===== config.mk =====
export PLATFORM = sky130hd
export DESIGN_NAME = heat_source_selector
export DESIGN_NICKNAME = d
export VERILOG_FILES = /design/src/rtl/hss_pkg.sv /design/src/rtl/heat_source_selector.sv
export SDC_FILE = /design/constraint.sdc
export NUM_CORES = 1
export LEC_CHECK = 0
export BUFFER_PORTS_ARGS = -buffer_cell sky130_fd_sc_hd__buf_2
export CORE_UTILIZATION = 39
export CTS_CLUSTER_DIAMETER = 120
export DETAILED_ROUTE_END_ITERATION = 12
export PLACE_DENSITY = 0.62
export SLEW_MARGIN = 20
export SYNTH_ARGS = -nofsm -noshare
export SYNTH_HDL_FRONTEND = slang
export SYNTH_SLANG_ARGS = --single-unit

===== constraint.sdc =====
create_clock -name clk -period 6.3 [get_ports clk]
set_clock_uncertainty 0.1 [all_clocks]
set_input_delay 0.315 -clock clk [delete_from_list [all_inputs] [get_ports clk]]
set_output_delay 0.315 -clock clk [all_outputs]
set_load 0.02 [all_outputs]

===== src/rtl/hss_pkg.sv =====
package hss_pkg;

  typedef enum logic [2:0] {
    MODE_NONE         = 3'd0,
    MODE_OFF          = 3'd1,
    MODE_PAUSED       = 3'd2,
    MODE_WOOD_HOUSE   = 3'd3,
    MODE_BUFFER_HOUSE = 3'd4,
    MODE_GAS_HOUSE    = 3'd5,
    MODE_WOOD_BUFFER  = 3'd6
  } mode_t;

  localparam int CfgIndexWidth = 3;
  localparam int CfgDataWidth  = 16;
  localparam int TempWidth     = 12;
  localparam int BandWidth     = 8;
  localparam int DwellWidth    = 16;
  localparam int TimeWidth     = 32;
  // threshold sums: 12-bit signed plus or minus 8-bit unsigned
  localparam int SumWidth      = TempWidth + 2;

  localparam logic [CfgIndexWidth-1:0] REG_AUTO_MODE       = 3'd0;
  localparam logic [CfgIndexWidth-1:0] REG_WOOD_MIN_TEMP   = 3'd1;
  localparam logic [CfgIndexWidth-1:0] REG_BUFFER_MIN_TEMP = 3'd2;
  localparam logic [CfgIndexWidth-1:0] REG_HYSTERESIS_BAND = 3'd3;
  localparam logic [CfgIndexWidth-1:0] REG_DWELL_MS        = 3'd4;

  localparam logic                        AUTO_MODE_RESET       = 1'b1;
  localparam logic signed [TempWidth-1:0] WOOD_MIN_TEMP_RESET   = 12'sd800;
  localparam logic signed [TempWidth-1:0] BUFFER_MIN_TEMP_RESET = 12'sd800;
  localparam logic [BandWidth-1:0]        HYSTERESIS_BAND_RESET = 8'd32;
  localparam logic [DwellWidth-1:0]       DWELL_MS_RESET        = 16'd500;

  typedef struct packed {
    logic taps;
    logic gas;
    logic buffer;
    logic wood;
  } act_t;

endpackage


===== src/rtl/heat_source_selector.sv =====
// Heat source selector. Each input beat is one evaluation of the automatic
// or manual rules against the registered mode; the block accepts one beat
// per cycle unless a stalled result backs up the input register, and
// delivers one result beat per input beat (input register, then one pass of
// compare and select logic into the result register, which also holds the
// mode and actuator state). The mode written by one evaluation is the mode
// the next evaluation sees. A stalled result holds the result register while
// the input register takes one more beat. Configuration writes take effect
// on the next edge; the user must make them while the block is idle, unenforced.
module heat_source_selector
  import hss_pkg::*;
(
  input  logic                            clk,
  input  logic                            rst,
  input  logic                            cfg_we,
  input  logic [CfgIndexWidth-1:0]        cfg_index,
  input  logic [CfgDataWidth-1:0]         cfg_data,
  input  logic                            in_valid,
  output logic                            in_ready,
  input  logic [TimeWidth-1:0]            now_ms,
  input  logic signed [TempWidth-1:0]     wood_temp,
  input  logic signed [TempWidth-1:0]     buffer_top_temp,
  input  logic signed [TempWidth-1:0]     buffer_bottom_temp,
  input  logic                            house_demand,
  output logic                            out_valid,
  input  logic                            out_ready,
  output logic [2:0]                      mode_state,
  output logic                            wood_pump_on,
  output logic                            buffer_pump_on,
  output logic                            gas_furnace_on,
  output logic                            taps_alternate,
  output logic                            state_changed
);

  logic                        auto_mode;
  logic signed [TempWidth-1:0] wood_min_temp;
  logic signed [TempWidth-1:0] buffer_min_temp;
  logic [BandWidth-1:0]        hysteresis_band;
  logic [DwellWidth-1:0]       dwell_ms;

  logic                        in_valid_q;
  logic [TimeWidth-1:0]        now_q;
  logic signed [TempWidth-1:0] wood_q;
  logic signed [TempWidth-1:0] top_q;
  logic signed [TempWidth-1:0] bottom_q;
  logic                        demand_q;

  logic [TimeWidth-1:0]        last_change_time;

  logic                        advance;
  logic                        evaluate;
  logic signed [SumWidth-1:0]  band_ext;
  logic signed [SumWidth-1:0]  wood_hi;
  logic signed [SumWidth-1:0]  wood_lo;
  logic signed [SumWidth-1:0]  buf_hi;
  logic signed [SumWidth-1:0]  buf_lo;
  logic signed [SumWidth-1:0]  wood_ext;
  logic signed [SumWidth-1:0]  top_ext;
  logic [TimeWidth-1:0]        elapsed;
  logic                        dwell_ok;
  logic                        has_want;
  mode_t                       want;
  logic                        change_ok;
  act_t                        act_cur;
  act_t                        act_next;

  // output register frees when empty or being taken
  assign advance  = !out_valid || out_ready;
  assign in_ready = !in_valid_q || advance;
  assign evaluate = in_valid_q && advance;

  always_ff @(posedge clk) begin
    if (rst) begin
      auto_mode       <= AUTO_MODE_RESET;
      wood_min_temp   <= WOOD_MIN_TEMP_RESET;
      buffer_min_temp <= BUFFER_MIN_TEMP_RESET;
      hysteresis_band <= HYSTERESIS_BAND_RESET;
      dwell_ms        <= DWELL_MS_RESET;
    end else if (cfg_we) begin
      unique case (cfg_index)
        REG_AUTO_MODE:       auto_mode       <= cfg_data[0];
        REG_WOOD_MIN_TEMP:   wood_min_temp   <= cfg_data[TempWidth-1:0];
        REG_BUFFER_MIN_TEMP: buffer_min_temp <= cfg_data[TempWidth-1:0];
        REG_HYSTERESIS_BAND: hysteresis_band <= cfg_data[BandWidth-1:0];
        REG_DWELL_MS:        dwell_ms        <= cfg_data[DwellWidth-1:0];
        default: ;
      endcase
    end
  end

  always_ff @(posedge clk) begin
    if (rst) begin
      in_valid_q <= 1'b0;
    end else if (in_ready) begin
      in_valid_q <= in_valid;
    end
  end

  always_ff @(posedge clk) begin
    if (in_ready && in_valid) begin
      now_q    <= now_ms;
      wood_q   <= wood_temp;
      top_q    <= buffer_top_temp;
      bottom_q <= buffer_bottom_temp;
      demand_q <= house_demand;
    end
  end

  assign band_ext = $signed({{(SumWidth-BandWidth){1'b0}}, hysteresis_band});
  assign wood_ext = SumWidth'(wood_q);
  assign top_ext  = SumWidth'(top_q);
  assign wood_hi  = SumWidth'(wood_min_temp) + band_ext;
  assign wood_lo  = SumWidth'(wood_min_temp) - band_ext;
  assign buf_hi   = SumWidth'(buffer_min_temp) + band_ext;
  assign buf_lo   = SumWidth'(buffer_min_temp) - band_ext;

  assign elapsed  = now_q - last_change_time;
  assign dwell_ok = elapsed >= {{(TimeWidth-DwellWidth){1'b0}}, dwell_ms};

  // first rule of the chain that fires wins; no change if it names the mode
  always_comb begin
    want     = MODE_NONE;
    has_want = 1'b0;
    if (auto_mode) begin
      has_want = 1'b1;
      if (demand_q) begin
        if (wood_ext > wood_hi) begin
          want = MODE_WOOD_HOUSE;
        end else if (mode_state == MODE_WOOD_HOUSE && wood_ext < wood_lo) begin
          want = MODE_PAUSED;
        end else if (top_ext > buf_hi) begin
          want = MODE_BUFFER_HOUSE;
        end else if (mode_state == MODE_BUFFER_HOUSE && top_ext < buf_lo) begin
          want = MODE_PAUSED;
        end else if (mode_state != MODE_WOOD_HOUSE && mode_state != MODE_BUFFER_HOUSE) begin
          want = MODE_GAS_HOUSE;
        end else begin
          has_want = 1'b0;
        end
      end else if (wood_q >= bottom_q) begin
        want = MODE_WOOD_BUFFER;
      end else begin
        want = MODE_PAUSED;
      end
    end else if ((mode_state == MODE_WOOD_HOUSE && wood_q < wood_min_temp) ||
                 (mode_state == MODE_BUFFER_HOUSE && top_q < buffer_min_temp) ||
                 (mode_state == MODE_WOOD_BUFFER &&
                  (wood_q < wood_min_temp || wood_q < bottom_q))) begin
      want     = MODE_PAUSED;
      has_want = 1'b1;
    end
  end

  assign change_ok = has_want && (mode_state != want) && dwell_ok;

  assign act_cur = '{taps: taps_alternate, gas: gas_furnace_on,
                     buffer: buffer_pump_on, wood: wood_pump_on};

  always_comb begin
    act_next = '0;
    unique case (want)
      MODE_PAUSED: begin
        // drop only the source of the mode being left
        act_next = act_cur;
        case (mode_state) inside
          MODE_GAS_HOUSE:                    act_next.gas    = 1'b0;
          MODE_WOOD_HOUSE, MODE_WOOD_BUFFER: act_next.wood   = 1'b0;
          MODE_BUFFER_HOUSE:                 act_next.buffer = 1'b0;
          default: ;
        endcase
      end
      MODE_WOOD_HOUSE:   act_next.wood = 1'b1;
      MODE_BUFFER_HOUSE: begin
        act_next.taps   = 1'b1;
        act_next.buffer = 1'b1;
      end
      MODE_GAS_HOUSE:    act_next.gas = 1'b1;
      MODE_WOOD_BUFFER:  begin
        act_next.taps = 1'b1;
        act_next.wood = 1'b1;
      end
      default: ;
    endcase
  end

  always_ff @(posedge clk) begin
    if (rst) begin
      out_valid        <= 1'b0;
      state_changed    <= 1'b0;
      mode_state       <= MODE_NONE;
      wood_pump_on     <= 1'b0;
      buffer_pump_on   <= 1'b0;
      gas_furnace_on   <= 1'b0;
      taps_alternate   <= 1'b0;
      last_change_time <= '0;
    end else if (advance) begin
      out_valid <= in_valid_q;
      if (in_valid_q) begin
        state_changed <= change_ok;
        if (change_ok) begin
          mode_state       <= want;
          wood_pump_on     <= act_next.wood;
          buffer_pump_on   <= act_next.buffer;
          gas_furnace_on   <= act_next.gas;
          taps_alternate   <= act_next.taps;
          last_change_time <= now_q;
        end
      end
    end
  end

  a_eval_delivers: assert property (@(posedge clk) disable iff (rst)
    evaluate |=> out_valid)
    else $error("evaluated beat did not reach the result register");

  a_stall_holds_input: assert property (@(posedge clk) disable iff (rst)
    (in_valid_q && !advance) |=> in_valid_q)
    else $error("stalled input beat was lost");

  a_change_moves_mode: assert property (@(posedge clk) disable iff (rst)
    (evaluate && change_ok) |=> (mode_state != $past(mode_state)))
    else $error("accepted change left the mode unchanged");

  a_gas_alone: assert property (@(posedge clk) disable iff (rst)
    (mode_state == MODE_GAS_HOUSE) |->
      (gas_furnace_on && !wood_pump_on && !buffer_pump_on && !taps_alternate))
    else $error("gas-house mode with wrong actuators");

endmodule

=== Word-level counts from Yosys, hierarchy flattened ===
Index checks and enable logic that the tools add are counted.
W data, S select, Z words.

* Latch bits: 0
* Input bits: 93
* Flip-flop bits (word level): 160
* Memory bits (writable): 0
* Memories: 0
* ROM bits: 0

* Multiplexer cells: 27
* Add/sub/neg operators: 5
* Bitwise operators: 1
* Reductions and logical operators: 31
* Div/mod/pow operators: 0
* Shifts and indexed selects: 0
* $lt $le $gt $ge: 9
* $mul: 0
* Equal/unequal tests: 21

{| class="wikitable"
|+ Operators by type and width
! operator !! number
|-
| $lt A12 B12 Y1 || 3
|-
| $ge A32 B16 Y1 || 1
|-
| $sub A32 B32 Y32 || 1
|-
| $add A12 B9 Y13 || 2
|-
| $gt A12 B13 Y1 || 2
|-
| $lt A12 B13 Y1 || 2
|-
| $sub A12 B9 Y13 || 2
|-
| $mux W3 || 8
|-
| $eq A3 B3 Y1 const B || 7
|-
| $eq A3 B2 Y1 const B || 5
|-
| $mux W1 || 14
|-
| $ge A12 B12 Y1 || 1
|-
| $reduce_and A2 Y1 || 6
|-
| $logic_and A1 B1 Y1 || 9
|-
| $ne A2 B2 Y1 const B || 4
|-
| $pmux W1 S2 || 4
|-
| $reduce_and A4 Y1 || 2
|-
| $reduce_and A6 Y1 || 1
|-
| $reduce_or A2 Y1 || 3
|-
| $logic_or A1 B1 Y1 || 5
|-
| $reduce_and A5 Y1 || 1
|-
| $eq A3 B1 Y1 const B || 1
|-
| $logic_not A3 Y1 || 1
|-
| $ne A3 B2 Y1 const B || 1
|-
| other kinds (7) || 8
|}

=== Logic depth before layout (Yosys ltp) ===
Gate-level depths: netlist of the first run.

* Word-level depth: 13
* Depth in mapped cells: 26
* Depth with buffers taken out: 24

=== Worst setup path before layout of the first run ===
No wires, ideal clock.

* Kind: register to register
* Start point: register hysteresis_band[1]
* End point: register last_change_time[10]
* Arrival: 4.821 ns
* Cell stages (with the launch flop): 26
* Setup time: 0.072 ns
* Path buffers: 2
* Clock period less this slack: 4.992 ns
* Path slack: 1.308 ns
* Cell sequence: dfxtp_1 > inv_1 > ha_1 > nor2b_1 > o21ai_0 > a21oi_1 > o21ai_0 > nand2b_1 > a21oi_1 > o21bai_1 > a211oi_1 > nand3_1 > xnor2_1 > ha_1 > and4_1 > nor3b_1 > o31a_1 > or4_1 > a21boi_0 > o22ai_1 > o2bb2ai_1 > nand3_1 > and3_4 > buf_6 > buf_6 > mux2i_1

* Word-level cells in the longest chain between the ends: 13

{| class="wikitable"
|+ RTL lines
! what !! RTL line !! source
|-
| from (decl) || heat_source_selector.sv:38 || <nowiki>logic [BandWidth-1:0] hysteresis_band;</nowiki>
|-
| from (signal assigned) || heat_source_selector.sv:84 || <nowiki>REG_HYSTERESIS_BAND: hysteresis_band <= cfg_data[BandWidth-1:0];</nowiki>
|-
| $sub A12 B9 Y13 || heat_source_selector.sv:115 || <nowiki>assign buf_lo = SumWidth'(buffer_min_temp) - band_ext;</nowiki>
|-
| $lt A12 B13 Y1 || heat_source_selector.sv:133 || <nowiki>end else if (mode_state == MODE_BUFFER_HOUSE && top_ext < buf_lo) begin</nowiki>
|-
| $logic_and A1 B1 Y1 || heat_source_selector.sv:133 ||
|-
| $mux W3 || heat_source_selector.sv:133 ||
|-
| $mux W3 || heat_source_selector.sv:131 || <nowiki>end else if (top_ext > buf_hi) begin</nowiki>
|-
| $mux W3 || heat_source_selector.sv:129 || <nowiki>end else if (mode_state == MODE_WOOD_HOUSE && wood_ext < wood_lo) begin</nowiki>
|-
| $mux W3 || heat_source_selector.sv:127 || <nowiki>if (wood_ext > wood_hi) begin</nowiki>
|-
| $mux W3 || heat_source_selector.sv:126 || <nowiki>if (demand_q) begin</nowiki>
|-
| $mux W3 || heat_source_selector.sv:124 || <nowiki>if (auto_mode) begin</nowiki>
|-
| $ne A3 B3 Y1 || heat_source_selector.sv:154 || <nowiki>assign change_ok = has_want && (mode_state != want) && dwell_ok;</nowiki>
|-
| $logic_and A1 B1 Y1 * (2 in a row) || heat_source_selector.sv:154 ||
|-
| $reduce_and A3 Y1 (no source line) * || n/a ||
|-
| to (signal assigned) || heat_source_selector.sv:206 || <nowiki>last_change_time <= now_q;</nowiki>
|-
| to (decl) || heat_source_selector.sv:48 || <nowiki>logic [TimeWidth-1:0] last_change_time;</nowiki>
|}

Every way passes the cells marked *; elsewhere a longest branch is shown, timed or not.
A chain may end at the register's enable or synchronous reset.

=== Worst setup path in the final report of the first run ===
* Start point: register hysteresis_band[1]
* End point: register last_change_time[5]

Same word-level chain as after synthesis.

==> impl_metrics.json, run 1 <==
{
  "diodes": 0,
  "dr_total_vias": 9564,
  "start_util_pct": 39.98,
  "switching_share_pct": 30.84,
  "p_seq_share_pct": 40.7,
  "hold_path.class": "input pin to flip-flop",
  "cts_tree": "done",
  "htreeDepth": 4,
  "grt_pass1_vias": 9222,
  "grt_max_degree": 76,
  "tns_ps": 0,
  "period_needed_ps": 5757,
  "syn-num-nets": 1566,
  "clk_pin_slew_ps": 70,
  "cp_max_fo": 18,
  "fp.dieW_um": 174.5,
  "routabilityCongestion": 0.8814,
  "first_pass_iters": 5,
  "p_comb_share_pct": 23.7,
  "rows": 62,
  "startpoint_type": "flip-flop",
  "required_ps": 6570,
  "setup_viol": 0,
  "drt-initial-drc-count": 513,
  "pin_count": 103,
  "arrival_ps": 6030,
  "yosys_warnings": 0,
  "area_delta_synth_final_pct": 18.13,
  "wl_per_cell_um": 15.67,
  "drc_errors": 0,
  "dp_slack_ps": 426.6,
  "status": "completed",
  "fin_ws_ps": 542.9,
  "clock-root-buffer": "clkbuf_16",
  "place_inst": 1747,
  "multi_input_area_sq_mm": 0.007053,
  "layout.nets": 1715,
  "totalPowerFinal_mw": 2.890,
  "hold_slack_ps": 34.94,
  "grt_setup_unrepaired": "false",
  "synth_top_flop_cell": "dfxtp_1",
  "die-area_sq_mm": 0.03043,
  "hpwl_um": 21660,
  "grt-ovfl-total": 0,
  "synth_cell_types": 83,
  "max_cap_violations": 0,
  "synth_sequential_area_ratio_pct": 33.57,
  "finalHoldViolCount": 0,
  "peakVddDrop_uv": 198.9,
  "synthCells": 1305,
  "grt_first_pass_wirelength_um": 46550,
  "synth_edf_count": 69,
  "die_h_um": 174.5,
  "fillers": 2839,
  "timing.fmax_ghz": 0.1737,
  "cts.sinks": 160,
  "grt_usage_pct": 19.33,
  "powerDensity_mw_per_mm2": 210.9,
  "tightestPinTransition_ps": 989.8,
  "fin_crit_sh_pct": 91.38,
  "ys_ff_latch": 160,
  "drive_gt1_share_pct": 11.32,
  "power_frac_clock_pct": 35.6,
  "grt_antenna_before_repair": 0,
  "slew_violations": 0,
  "port_buffers": 102,
  "clock_latency_ps": 450,
  "routed_wl_um": 29000,
  "path_class": "flip-flop to flip-flop",
  "leakagePower_nw": 5.686,
  "postSynthAreaPerCell_sq_um": 8.888,
  "ff_latch_area_sq_mm": 0.003894,
  "max_slew_margin_pct": 33.77,
  "p_int_mw": 1.999,
  "worst_setup_path_end_kind": "flip-flop",
  "core-area_sq_mm": 0.02901,
  "clock_path_buffers": 2,
  "power_switching_mw": 0.8913,
  "final_cells": 1851,
  "numCtsBuffers": 17,
  "syn_area_sq_mm": 0.01160,
  "async_reset_ff_share_pct": 0,
  "routed_via_density": 5.167,
  "detail-route-antenna-nets": 0
}
==> metrics by stage <==
| step | area, sq um | util, % |
|---|---|---|
| after detailed placement | 12390 | 42.71 |
| final | 13700 | 47.23 |
| after global routing | 13700 | 47.23 |
| after floorplan | 11600 | - |
| after CTS | 13660 | 47.08 |
| after global placement | 12390 | 42.71 |
==> flip-flops by register name (all words and copies together) (netlist names) <==
| register | cells |
|---|---|
| wood_pump_on | 1 |
| buffer_min_temp | 12 |
| mode_state | 3 |
| gas_furnace_on | 1 |
| buffer_pump_on | 1 |
| now_q | 32 |
| in_valid_q | 1 |
| bottom_q | 12 |
| demand_q | 1 |
| wood_q | 12 |
| dwell_ms | 16 |
| wood_min_temp | 12 |
| top_q | 12 |
| auto_mode | 1 |
| taps_alternate | 1 |
| last_change_time | 32 |
| hysteresis_band | 8 |
| out_valid | 1 |
| state_changed | 1 |
==> cell families (layout without fill, tap and decap cells) <==
group,Yosys count,in the layout,share of synthesized area [%]
AO/OA/AOI/OAI,302,302,17.26
XOR/XNOR,60,60,4.531
adder cells (fa/ha/maj),168,168,18.45
buffers and inverters,169,330,5.847
flip-flops,160,160,33.57
multiplexers,40,40,3.484
AND/OR/NAND/NOR,406,407,16.86
==> final cells by class <==
class                   count  area share (%)
clock buffers              18           3.205
clock inverters            14          0.9314
inverters                 123           3.370
multi-input cells         977           51.47
flip-flops and latches    160           28.42
well taps                 384           3.507
repair buffers            175           9.095
==> worst max-delay path: stages (launching register included) <==
cell and delay (ps):
dfxtp_1 520, inv_1 170, ha_1 310, nor2b_1 130, o21ai_0 250, a21oi_1 130, o21ai_0 180, nand2b_1 120
a21oi_1 150, o21bai_1 110, a211oi_1 390, nand3_1 150, xnor2_1 150, ha_1 280, and4_1 230, nor3b_1 150
o31a_1 110, or4_1 570, a21boi_0 240, o22ai_2 160, o2bb2ai_1 150, nand3_1 220, and3_4 470, mux2i_1 230
==> per-layer routing <==
| layer | up-vias | track usage (%) | wire [um] |
|---|---|---|---|
| li1 | 4946 | - | - |
| met1 | 4439 | 24.83 | 13620 |
| met2 | 157 | 32.75 | 13900 |
| met3 | 22 | 3.390 | 1045 |
| met4 | 0 | 6.067 | 438 |
| met5 | - | 0 | 0 |
==> final timing paths <==
path / slack [ps] / start / end / cells past startpoint
max reg2reg: 540 / hysteresis_band[1] / last_change_time[5] / 23
max: 540 / hysteresis_band[1] / last_change_time[5] / 23
min reg2reg: 360 / dwell_ms[15] / dwell_ms[15] / 2
min: 30 / cfg_data[14] / dwell_ms[14] / 3
==> synth_stat cells, types with 5 or more instances <==
library cell	instances	area share, %
inv_1	122	3.9
o21bai_1	14	0.91
a21o_1	26	1.7
nand2b_1	16	0.86
mux2i_1	37	3.2
nand2_1	187	6.1
clkbuf_1	31	1.0
o211ai_1	20	1.3
o2111ai_1	8	0.60
nor2b_1	16	0.86
dfxtp_1	91	16
o21a_1	8	0.52
a21boi_0	5	0.32
and3_1	12	0.65
xnor2_1	48	3.6
nand3_1	29	1.3
xor2_1	12	0.91
fa_1	5	0.86
edfxtp_1	69	18
a211oi_1	12	0.78
nand4_1	21	1.1
nor3_1	20	0.86
o21ai_1	5	0.22
a21oi_1	111	4.8
and2_1	6	0.32
ha_1	163	18
nor2_1	60	1.9
or3_1	5	0.27
a31oi_1	8	0.43
nor4_1	5	0.27
buf_2	8	0.35
o21ai_0	34	1.5
==> repair_timing <==
item                                   4_1_cts  5_1_grt
hold buffers                                70        0
gates resized for setup                      0        4
endpoints found under the hold margin       70        0
setup endpoints to repair                    0       37
buffers inserted                             0        1
==> cells in the final DEF (no fill, tap or decap), types with 12 or more instances in the layout <==
master / n
o211ai_1: 20
nand2b_1: 16
nor3_1: 20
nor2b_1: 16
a21o_1: 26
o21ai_0: 34
nor2_1: 60
clkbuf_16: 17
ha_1: 163
xor2_1: 12
nand4_1: 21
xnor2_1: 48
o21bai_1: 14
nand3_1: 29
a21oi_1: 111
buf_2: 102
dlygate4sd3_1: 70
dfxtp_1: 91
nand2_1: 187
mux2i_1: 37
inv_1: 122
edfxtp_1: 69
a211oi_1: 12
and3_1: 12
==> power groups by stage <==
stage | clock network, mW | registers, mW | logic (mW)
6_report | 1.03 | 1.18 | 0.684
5_1_grt | 1.09 | 1.18 | 0.772
4_1_cts | 1.05 | 1.18 | 0.679
3_5_place_dp | 0 | 1.20 | 0.641
3_3_place_gp | 0 | 1.20 | 0.634
2_1_floorplan | 0 | 1.19 | 0.481
(Power assumes the default switching activity.)
==> run 2: changes to the inputs <==
Settings changed: ABC_AREA set to 1.
==> impl_metrics.json, run 2 <==
{
  "ctsResizeCount": 0,
  "grt_antenna_before_repair": 0,
  "setup_viol": 0,
  "synth.top_cell.area_share_pct": 17.01,
  "slew_violations": 0,
  "final_cells": 2205,
  "hpwl_um": 23910,
  "synth_cell_types": 41,
  "routed_wl_um": 30290,
  "crit_top_cell": "nand2_1",
  "ys_ff_latch": 160,
  "hold_end": "dwell_ms[12]",
  "powerDensity_mw_per_mm2": 219.7,
  "path_depth": 32,
  "path_class": "flip-flop to flip-flop",
  "layout.nets": 2057,
  "fin_ws_ps": 794.0,
  "clock_latency_ps": 460,
  "tns_ps": 0,
  "timing.fmax_ghz": 0.1816,
  "hold_depth": 3,
  "synth_top_area_cell": "edfxtp_1",
  "die-area_sq_mm": 0.03195,
  "synth_common_cells": "nand2_1 (372), inv_1 (280), ha_1 (163)",
  "core-area_sq_mm": 0.03067,
  "rows": 64,
  "clock_path_buffers": 2,
  "detail-route-antenna-nets": 0,
  "synthCells": 1628,
  "netlist_top_cells_area": "edfxtp_1 (17%), ha_1 (17%), dfxtp_1 (15%)",
  "min_from": "cfg_data[12]",
  "postSynthAreaPerCell_sq_um": 7.484,
  "finalHoldViolCount": 0,
  "hold_slack_ps": 41.36,
  "dp_slack_ps": 824.6,
  "routabilityCongestion": 0.9397,
  "max_slew_margin_pct": 38.26,
  "tightestPinTransition_ps": 926.0,
  "port_buffers": 102,
  "r2r-end": "last_change_time[14]",
  "fp.dieW_um": 178.8,
  "critical_path_buf_inv_count": 4,
  "slowest_stage": "dfxtp_1",
  "grt_setup_unrepaired": "false",
  "drc_errors": 0,
  "period_needed_ps": 5506,
  "grt_max_degree": 70,
  "required_ps": 6540,
  "cts_tree": "done",
  "slowest_delay_ps": 500,
  "htreeDepth": 4,
  "yosysMostFrequentCell": "nand2_1",
  "drive_gt1_share_pct": 12.44,
  "area_delta_synth_final_pct": 17.37,
  "max_cap_violations": 0,
  "dr_total_vias": 10660,
  "start_util_pct": 39.73,
  "syn_area_sq_mm": 0.01218,
  "grt-ovfl-total": 0,
  "drt-initial-drc-count": 695,
  "leakagePower_nw": 6.973,
  "fin_area_sq_mm": 0.01430,
  "synth_sequential_area_ratio_pct": 31.96,
  "grt_pass1_vias": 10120,
  "startpoint_type": "flip-flop",
  "grt_first_pass_wirelength_um": 48110,
  "diodes": 0,
  "synth_edf_count": 69,
  "top_regs": "last_change_time x32, now_q x32, dwell_ms x16",
  "rr_startpoint": "hysteresis_band[1]",
  "grt_usage_pct": 19.44,
  "status": "completed",
  "synth_top_flop_cell": "dfxtp_1",
  "postPlaceCellArea_sq_mm": 0.01304,
  "final_cell_mix": "nand2_1 (372), inv_1 (278), ha_1 (163)",
  "peakVddDrop_uv": 210.1,
  "worst_setup_path_end_kind": "flip-flop",
  "crit_family": "simple AND/OR/NAND/NOR gates",
  "hold_path.class": "input pin to flip-flop",
  "pin_count": 103,
  "async_reset_ff_share_pct": 0,
  "r2r.worst_path.cells": 32,
  "syn-num-nets": 1889,
  "arrival_ps": 5740,
  "routed_via_density": 4.835,
  "first_pass_iters": 5,
  "totalPowerFinal_mw": 3.142,
  "regToRegSetupSlack_ps": 790,
  "yosys_warnings": 0,
  "die_h_um": 178.8,
  "cp_max_fo": 42,
  "clock-root-buffer": "clkbuf_16",
  "finish.utilization_pct": 46.63,
  "clk_pin_slew_ps": 70,
  "place_inst": 2104,
  "cts.sinks": 160,
  "mostFrequentLayoutCell": "nand2_1",
  "fin_crit_sh_pct": 87.40,
  "wl_per_cell_um": 13.74,
  "numCtsBuffers": 17
}
==> run 2: cell count changes after synthesis, moves of 37 or more <==
cell | previous run | this run
inv_1 | 122 | 280
mux2i_1 | 37 | 0
nand2_1 | 187 | 372
nor2_1 | 60 | 123
nor2_2 | 1 | 42
xnor2_1 | 48 | 3
xor2_1 | 12 | 53
==> run 2: final cells by class <==
class,instances,area [sq um]
clock buffers,21,470.5
clock inverters,11,102.6
fillers,3076,16370
inverters,286,1081
multi-input cells,1158,7041
flip-flops and latches,160,3894
well taps,396,495.5
repair buffers,173,1216
==> run 2: worst max path at each step <==
stage,startpoint,end
finish,hysteresis_band[1],last_change_time[14]
global route,hysteresis_band[1],last_change_time[1]
CTS,hysteresis_band[1],last_change_time[14]
detailed placement,hysteresis_band[1],last_change_time[18]
global placement,hysteresis_band[1],last_change_time[0]
floorplan,hysteresis_band[1],last_change_time[24]
==> run 2: kinds of logic (layout without fill, tap and decap cells) <==
family          after synthesis  count (layout)  synth area share, %
simple gates                685             685                25.01
buf+inv                     310             491                10.26
compound gates              249             249                11.19
fa+ha+maj                   168             168                17.56
flops                       160             160                31.96
xor+xnor                     56              56                4.026
==> run 2: power breakdown <==
group / switching (mW) / internal, mW
clock: 0.462 / 0.578
combinational: 0.556 / 0.350
sequential: 0.0466 / 1.15
total: 1.06 / 2.08
==> run 2: per-layer routing <==
layer	vias to the layer above	global-route usage (%)	routed length, um
met5	-	0	0
met4	0	6.568	666
met3	38	3.159	992
met2	197	35.45	14940
met1	4827	22.89	13690
li1	5599	-	-
==> run 2: what timing repair did <==
action,4_1_cts,5_1_grt
buffers inserted,0,0
endpoints found under the hold margin,69,0
endpoints found under the setup margin,0,0
hold buffers,69,0
==> run 2: tightest hold or removal path, delay by kind of cell <==
kind / cells / cell delay, ps
buf+inv: 1 / 70
compound gates: 2 / 170
